**src/hw/rtl/disc_column_span_generator_core_macros.svh**
```systemverilog
// Assertion macros shared by the disc column span generator RTL.
`ifndef DISC_COLUMN_SPAN_GENERATOR_CORE_MACROS_SVH
`define DISC_COLUMN_SPAN_GENERATOR_CORE_MACROS_SVH

// Check cons in the same cycle as ante; needs clk and arst_n in scope.
`define DCSG_ASSERT_NOW(label, ante, cons, msg) \
	label: assert property (@(posedge clk) disable iff (!arst_n) (ante) |-> (cons)) \
		else $error(msg);

// Check cons in the cycle after ante; needs clk and arst_n in scope.
`define DCSG_ASSERT_NEXT(label, ante, cons, msg) \
	label: assert property (@(posedge clk) disable iff (!arst_n) (ante) |=> (cons)) \
		else $error(msg);

`endif

```
**src/hw/rtl/dcsg_pkg.sv**
```systemverilog
// Shared constants and types of the disc column span generator.
`timescale 1ns / 1ps

package dcsg_pkg;

	localparam int MAP_DIM_DEF    = 256;
	localparam int MAX_RADIUS_DEF = 31;

	localparam int CFG_DATA_W  = 9;
	localparam int CFG_INDEX_W = 1;

	localparam int S_TDATA_W = 24;
	localparam int M_TDATA_W = 24;

	typedef logic [CFG_DATA_W-1:0]  cfg_word_t;
	typedef logic [CFG_INDEX_W-1:0] cfg_index_t;

	localparam cfg_index_t REG_MAP_WIDTH  = 1'b0;
	localparam cfg_index_t REG_MAP_HEIGHT = 1'b1;

	localparam cfg_word_t MAP_REG_RESET = 9'd112;

endpackage

```
**src/hw/rtl/disc_column_span_generator_core.sv**
```systemverilog
// Disc column span generator: one disc in, one vertical row span per covered column out.
`timescale 1ns / 1ps

// A disc (center, radius) is taken on the slave stream; the block then walks the
// columns from cx-r (floored at zero) to cx+r (capped at map_width-1) left to right
// and sends one span per column on the master stream: the rows cy-h .. cy+h clipped
// to the map, where h is
// the largest half-height with dx*dx + h*h <= r*r. A span clipped to nothing is still
// sent, with tuser set and both rows zero. tlast marks the last span of a disc. A
// disc whose column range misses the map yields no span at all. Radius saturates at
// MAX_RADIUS; map_width and map_height saturate at min(MAP_DIM, 256). All squares
// come from one shared squarer, one square per cycle. For a disc the block takes
// it, squares r, then per column squares dx, searches the half-height down while
// it is too large and then up while the next height still fits, and emits the
// span; the emit state waits while the output side stalls. s_axis_tready is high
// only while no disc is in work; the last span may still wait in the output
// register then.
// Configuration writes are single-cycle and must only happen while idle.
module disc_column_span_generator_core #(
	parameter int MAP_DIM    = dcsg_pkg::MAP_DIM_DEF,
	parameter int MAX_RADIUS = dcsg_pkg::MAX_RADIUS_DEF
) (
	input  logic                           clk,
	input  logic                           arst_n,
	// configuration write port
	input  logic                           cfg_we,
	input  dcsg_pkg::cfg_index_t           cfg_index,
	input  dcsg_pkg::cfg_word_t            cfg_data,
	// disc input stream
	input  logic                           s_axis_tvalid,
	output logic                           s_axis_tready,
	// [7:0] center_x, [15:8] center_y, [20:16] radius, [23:21] zero
	input  logic [dcsg_pkg::S_TDATA_W-1:0] s_axis_tdata,
	// span output stream
	output logic                           m_axis_tvalid,
	input  logic                           m_axis_tready,
	// [7:0] column_x, [15:8] span_first, [23:16] span_last
	output logic [dcsg_pkg::M_TDATA_W-1:0] m_axis_tdata,
	// [0] span_empty
	output logic                           m_axis_tuser,
	output logic                           m_axis_tlast
);

	import dcsg_pkg::*;

`include "disc_column_span_generator_core_macros.svh"

	// Operand width of the squarer: must hold radius + 1.
	localparam int RW = $clog2(MAX_RADIUS + 2);
	localparam int PW = 2 * RW;
	// Map dimensions saturate here.
	localparam int DIM_CAP = (MAP_DIM < 256) ? MAP_DIM : 256;
	localparam logic [8:0] DIM_CAP_V = 9'(DIM_CAP);
	localparam logic [7:0] RMAX_V    = 8'(MAX_RADIUS);

	// Sequencer states
	localparam logic [2:0] S_IDLE = 3'd0;
	localparam logic [2:0] S_LIM  = 3'd1;
	localparam logic [2:0] S_DX   = 3'd2;
	localparam logic [2:0] S_DOWN = 3'd3;
	localparam logic [2:0] S_UP   = 3'd4;
	localparam logic [2:0] S_EMIT = 3'd5;

	logic [2:0]    state_q;
	logic [8:0]    map_width_q;
	logic [8:0]    map_height_q;
	logic [7:0]    cx_q;
	logic [7:0]    cy_q;
	logic [RW-1:0] r_q;
	logic [RW-1:0] h_q;
	logic [7:0]    x_q;
	logic [7:0]    end_q;
	logic [PW-1:0] lim_q;
	logic [PW-1:0] d2_q;

	logic          out_valid_q;
	logic [7:0]    out_col_q;
	logic [7:0]    out_first_q;
	logic [7:0]    out_last_row_q;
	logic          out_empty_q;
	logic          out_tlast_q;

	// Input decode
	logic [7:0] in_cx;
	logic [7:0] in_cy;
	logic [7:0] in_r8;
	logic [7:0] in_rsat;
	logic [8:0] w_eff;
	logic [8:0] h_eff;
	logic [7:0] x0;
	logic [8:0] x1_raw;
	logic [8:0] x1;
	logic       range_ok;
	logic       in_fire;

	assign in_cx   = s_axis_tdata[7:0];
	assign in_cy   = s_axis_tdata[15:8];
	assign in_r8   = {3'b000, s_axis_tdata[20:16]};
	assign in_rsat = (in_r8 > RMAX_V) ? RMAX_V : in_r8;

	assign w_eff = (map_width_q > DIM_CAP_V) ? DIM_CAP_V : map_width_q;
	assign h_eff = (map_height_q > DIM_CAP_V) ? DIM_CAP_V : map_height_q;

	assign x0       = (in_cx >= in_rsat) ? (in_cx - in_rsat) : 8'd0;
	assign x1_raw   = {1'b0, in_cx} + {1'b0, in_rsat};
	assign x1       = (x1_raw > (w_eff - 9'd1)) ? (w_eff - 9'd1) : x1_raw;
	// x0 never passes cx + r, so the range is empty only when x0 is off the map
	assign range_ok = (w_eff != 9'd0) && ({1'b0, x0} < w_eff);

	assign s_axis_tready = (state_q == S_IDLE);
	assign in_fire       = s_axis_tvalid && s_axis_tready;

	// Shared squarer and its compare against r*r
	logic [7:0]    adx;
	logic [RW-1:0] sq_op;
	logic [PW-1:0] sq_res;
	logic [PW:0]   sq_sum;
	logic          sq_over;

	assign adx = (x_q >= cx_q) ? (x_q - cx_q) : (cx_q - x_q);

	always_comb begin
		sq_op = h_q;
		unique case (state_q)
			S_LIM:   sq_op = r_q;
			S_DX:    sq_op = RW'(adx);
			S_UP:    sq_op = h_q + RW'(1);
			default: sq_op = h_q;
		endcase
	end

	assign sq_res  = {{RW{1'b0}}, sq_op} * {{RW{1'b0}}, sq_op};
	assign sq_sum  = {1'b0, sq_res} + {1'b0, d2_q};
	assign sq_over = sq_sum > {1'b0, lim_q};

	// Span clipping for the current column
	logic [7:0] h8;
	logic [7:0] lo;
	logic [8:0] hi_raw;
	logic [8:0] hi_c;
	logic       span_empty;
	logic       out_load;

	assign h8         = 8'(h_q);
	assign lo         = (cy_q >= h8) ? (cy_q - h8) : 8'd0;
	assign hi_raw     = {1'b0, cy_q} + {1'b0, h8};
	assign hi_c       = (hi_raw > (h_eff - 9'd1)) ? (h_eff - 9'd1) : hi_raw;
	assign span_empty = (h_eff == 9'd0) || ({1'b0, lo} > (h_eff - 9'd1));
	assign out_load   = (state_q == S_EMIT) && (!out_valid_q || m_axis_tready);

	// Configuration registers
	always_ff @(posedge clk or negedge arst_n) begin
		if (!arst_n) begin
			map_width_q  <= MAP_REG_RESET;
			map_height_q <= MAP_REG_RESET;
		end else if (cfg_we) begin
			unique case (cfg_index)
				REG_MAP_WIDTH:  map_width_q  <= cfg_data;
				REG_MAP_HEIGHT: map_height_q <= cfg_data;
				default: ;
			endcase
		end
	end

	// Sequencer
	always_ff @(posedge clk or negedge arst_n) begin
		if (!arst_n) begin
			state_q <= S_IDLE;
			x_q     <= '0;
			end_q   <= '0;
			h_q     <= '0;
			r_q     <= '0;
		end else begin
			unique case (state_q)
				S_IDLE: begin
					// drop discs that cover no column of the map
					if (in_fire && range_ok) begin
						state_q <= S_LIM;
						x_q     <= x0;
						end_q   <= x1[7:0];
						r_q     <= RW'(in_rsat);
						h_q     <= '0;
					end
				end
				S_LIM: begin
					state_q <= S_DX;
				end
				S_DX: begin
					state_q <= S_DOWN;
				end
				S_DOWN: begin
					// shrink while the current height falls outside the disc
					if (h_q != '0 && sq_over) begin
						h_q <= h_q - RW'(1);
					end else begin
						state_q <= S_UP;
					end
				end
				S_UP: begin
					// grow while the next height still fits
					if (h_q != r_q && !sq_over) begin
						h_q <= h_q + RW'(1);
					end else begin
						state_q <= S_EMIT;
					end
				end
				S_EMIT: begin
					if (out_load) begin
						if (x_q == end_q) begin
							state_q <= S_IDLE;
						end else begin
							x_q     <= x_q + 8'd1;
							state_q <= S_DX;
						end
					end
				end
				default: state_q <= S_IDLE;
			endcase
		end
	end

	// Held disc and squares
	always_ff @(posedge clk) begin
		if (in_fire) begin
			cx_q <= in_cx;
			cy_q <= in_cy;
		end
		if (state_q == S_LIM) begin
			lim_q <= sq_res;
			d2_q  <= '0;
		end
		if (state_q == S_DX) begin
			d2_q <= sq_res;
		end
	end

	// Output register
	always_ff @(posedge clk or negedge arst_n) begin
		if (!arst_n) begin
			out_valid_q <= 1'b0;
		end else if (out_load) begin
			out_valid_q <= 1'b1;
		end else if (m_axis_tready) begin
			out_valid_q <= 1'b0;
		end
	end

	always_ff @(posedge clk) begin
		if (out_load) begin
			out_col_q      <= x_q;
			out_first_q    <= span_empty ? 8'd0 : lo;
			out_last_row_q <= span_empty ? 8'd0 : hi_c[7:0];
			out_empty_q    <= span_empty;
			out_tlast_q    <= (x_q == end_q);
		end
	end

	assign m_axis_tvalid = out_valid_q;
	assign m_axis_tdata  = {out_last_row_q, out_first_q, out_col_q};
	assign m_axis_tuser  = out_empty_q;
	assign m_axis_tlast  = out_tlast_q;

	// Checks
	`DCSG_ASSERT_NOW(a_col_in_range, (state_q != S_IDLE), (x_q <= end_q), "column past end")
	`DCSG_ASSERT_NOW(a_h_le_r, (state_q != S_IDLE), (h_q <= r_q), "half-height above radius")
	`DCSG_ASSERT_NOW(a_mid_span_busy, (m_axis_tvalid && !m_axis_tlast), (state_q != S_IDLE),
		"non-final span while idle")
	`DCSG_ASSERT_NEXT(a_hold_cy, (in_fire), (cy_q == $past(in_cy)), "center row not held")

endmodule
```
**config.mk**
```make
export PLATFORM = sky130hd
export DESIGN_NAME = disc_column_span_generator_core
export DESIGN_NICKNAME = d
export VERILOG_FILES = /design/src/hw/rtl/dcsg_pkg.sv /design/src/hw/rtl/disc_column_span_generator_core.sv
export VERILOG_INCLUDE_DIRS = /design/src /design/src/hw/rtl
export SDC_FILE = /design/constraint.sdc
export NUM_CORES = 1
export LEC_CHECK = 0
export BUFFER_PORTS_ARGS = -buffer_cell sky130_fd_sc_hd__buf_2
export CAP_MARGIN = 20
export CORE_ASPECT_RATIO = 0.75
export CORE_UTILIZATION = 23
export CTS_CLUSTER_DIAMETER = 120
export DETAILED_ROUTE_END_ITERATION = 10
export GPL_TIMING_DRIVEN = 0
export PLACE_DENSITY_LB_ADDON = 0.08
export SYNTH_ARGS = -nofsm -noshare
export SYNTH_HDL_FRONTEND = slang
export SYNTH_SLANG_ARGS = --single-unit
```
**constraint.sdc**
```tcl
create_clock -name clk -period 22.9 [get_ports clk]
set_clock_uncertainty 0.1 [all_clocks]
set_input_delay 4.58 -clock clk [delete_from_list [all_inputs] [get_ports clk]]
set_output_delay 4.58 -clock clk [all_outputs]
set_load 0.02 [all_outputs]
```
==> metrics.cfg <==
[run_status]
status = finished clean

[logic_synthesis]
synthesis.nets = 1131
synth_top_area_share_pct = 20.9
ys.flop_type = edfxtp_1
syn_inst = 965
yosys_warnings = 0
synth_area_um2 = 9180
synth_edf_count = 64
synth.area.top_cells = edfxtp_1, ha_1, dfrtp_1
ys_seq_area_share_pct = 34.4
synth_cell_types = 76
synth_area_leader_cell = edfxtp_1
synth-async-reset-ratio_pct = 43.4
syn_avg_cell_area_um2 = 9.51
ys_seq_elements = 113

[global_route]
grt_util_all_layers_pct = 13.9
grt_max_degree = 32
grt-ovfl-total = 0
grt_antenna_before_repair = 0
grt_pass1_vias = 7029
grt_pass1_wl_um = 42400

[route]
firstDrtPassIters = 5
drt_iter0_markers = 354
drt-vias-per-instance = 4.55
drc_errors = 0
routed_wl_um = 27100
vias = 7163
wl_per_cell_um = 17.2
ant_nets = 0

[setup_path]
r2r_slack_ns = 13.78
cp-start-kind = flip-flop
crit_slowest_cell = o221ai_1
slowest_delay_ns = 0.63
cp-end-kind = flip-flop
crit_path_max_fanout = 10
crit_type = reg2reg
r2r_end = h_q[5]
r2r-start = x_q[0]
rr_worst_depth = 36
arrival_ns = 9.33
worstPathRequired_ns = 23.11

[layout]
area_delta_synth_final_pct = 18.0
n_antenna_cell = 0
drive_gt1_share_pct = 15.8
fin_nets = 1217

[floorplanning]
dieWidth_um = 233
rows = 62
start_util_pct = 23.7
floorplan.die_area_um2 = 40700
ios = 67
die_h_um = 175
core_area_um2 = 38800

[timing]
rsz0062_at_grt = no
max_slew_margin_pct = 40.9
fin_tns_setup_ns = 0
finalSetupViolations = 0
hold_violations = 0
period_needed_ns = 9.12
max_freq_ghz = 0.110
period_share_pct = 39.8
tightest_slew_ns = 0.886
drv_slew = 0

[clocking]
cts_num_sinks = 113
cts_htree_levels = 4
path_clk_slew_ns = 0.06
post_cts_resize_count = 0
post_cts_buffers = 0
postCtsHoldBufs = 0
insertion_delay_ns = 0.43
clk_path_buf_depth = 2
numCtsBuffers = 17
cts_tree = done
cts-root-buf = clkbuf_16

[min_path]
hp-start = end_q[0]
holdPathStages = 2
holdPathEnd = end_q[0]
hp-class = reg2reg

[place]
portBuffers = 63
gp_congestion = 0.802
dp_hpwl_um = 21900

[flow_run]
cap_violations = 0

-- cell usage after synthesis (6+ instances only) --
library cell and instances:
fa_1 14, or4_1 6, o21a_1 15, a211oi_1 6, clkbuf_1 22, inv_1 83, dfrtp_1 43, dfstp_2 6
mux2_2 26, mux2i_1 8, o21bai_1 8, a31oi_1 11, nand2b_1 19, nand3_1 16, edfxtp_1 64, and2_1 15
and3_1 10, xnor2_1 31, a21o_1 22, buf_2 8, nor2b_1 19, nor2_1 82, o31ai_1 6, xor2_1 29
nor3_1 27, a21oi_1 55, ha_1 113, o21ai_0 47, nor4_1 6, or2_2 6, nand4_1 8, nand2_1 53
-- stage by stage --
| stage | util (%) | instances | hold slack (ns) | setup slack [ns] | cell area [um^2] |
|---|---|---|---|---|---|
| 5_1_grt | 27.9 | 1576 | 0.449 | 12.94 | 10800 |
| 4_1_cts | 27.9 | 1576 | 0.409 | 13.63 | 10800 |
| 3_3_place_gp | 26.1 | 1540 | 0.389 | 13.60 | 10100 |
| 6_report | 27.9 | 1576 | 0.403 | 13.78 | 10800 |
| 2_1_floorplan | - | 965 | 0.368 | 15.08 | 9180 |
| 3_5_place_dp | 26.4 | 1544 | 0.397 | 13.66 | 10200 |
-- cell families after synthesis --
| group | after synthesis | share of synthesized area [%] |
|---|---|---|
| XOR/XNOR | 60 | 5.72 |
| buffers and inverters | 117 | 5.22 |
| multiplexers | 34 | 4.06 |
| AND/OR/NAND/NOR | 289 | 16.0 |
| flip-flops | 113 | 34.4 |
| AO/OA/AOI/OAI | 225 | 16.1 |
| adder cells (fa/ha/maj) | 127 | 18.5 |
-- layout by cell type, fill, tap and decap left out, types with 8 or more instances in the layout --
cell,synthesis,layout
ha_1,113,113
inv_1,83,83
nor2_1,82,82
buf_2,8,71
edfxtp_1,64,64
a21oi_1,55,54
nand2_1,53,53
o21ai_0,47,47
dfrtp_1,43,43
xnor2_1,31,31
xor2_1,29,29
mux2_2,26,26
nor3_1,27,26
clkbuf_1,22,22
a21o_1,22,22
clkbuf_16,0,20
nand2b_1,19,19
nor2b_1,19,18
nand3_1,16,16
and2_1,15,15
o21a_1,15,15
fa_1,14,14
a31oi_1,11,11
and3_1,10,10
nand4_1,8,8
mux2i_1,8,8
o21bai_1,8,8
-- how the worst max path moves through the flow --
stage	from	to	slack [ns]	cells after the start
2_1_floorplan	s_axis_tdata[0]	x_q[7]	15.08	16
3_3_place_gp	x_q[0]	h_q[5]	13.60	37
3_5_place_dp	x_q[0]	h_q[5]	13.66	39
4_1_cts	x_q[0]	h_q[5]	13.63	39
5_1_grt	x_q[0]	h_q[2]	12.94	39
6_report	x_q[0]	h_q[5]	13.78	36
-- cell type report --
| type | instances | area, um^2 |
|---|---|---|
| Clock buffer | 23 | 542 |
| Timing Repair Buffer | 67 | 389 |
| Multi-Input combinational cell | 735 | 5560 |
| Buffer | 34 | 168 |
| Clock inverter | 9 | 61.3 |
| Tap cell | 512 | 641 |
| Inverter | 83 | 312 |
| Fill cell | 4165 | 28000 |
| Sequential cell | 113 | 3160 |
-- state kept, by name, indices dropped and copies added, names as in the netlist, 3 cells and up --
name	flops
out_first_q	8
end_q	8
x_q	8
map_height_q	9
lim_q	11
cx_q	8
r_q	5
state_q	3
cy_q	8
h_q	6
out_last_row_q	8
out_col_q	8
d2_q	11
map_width_q	9
-- layer usage --
metal	global-route usage, %	routed length (um)
met5	0	0
met4	3.35	306
met3	2.99	924
met2	19.2	11000
met1	21.3	14900
-- worst max-delay path: cells and delay by family, from the launching register on --
| family | cells | cell delay, ns |
|---|---|---|
| fa+ha+maj | 8 | 3.12 |
| compound gates | 15 | 3.00 |
| simple gates | 5 | 0.94 |
| flops | 1 | 0.52 |
| xor+xnor | 2 | 0.51 |
| buf+inv | 5 | 0.48 |
| mux | 1 | 0.32 |
Power is not shown: default switching activity piles up to over one toggle a cycle in this logic, so the estimate is an artifact.
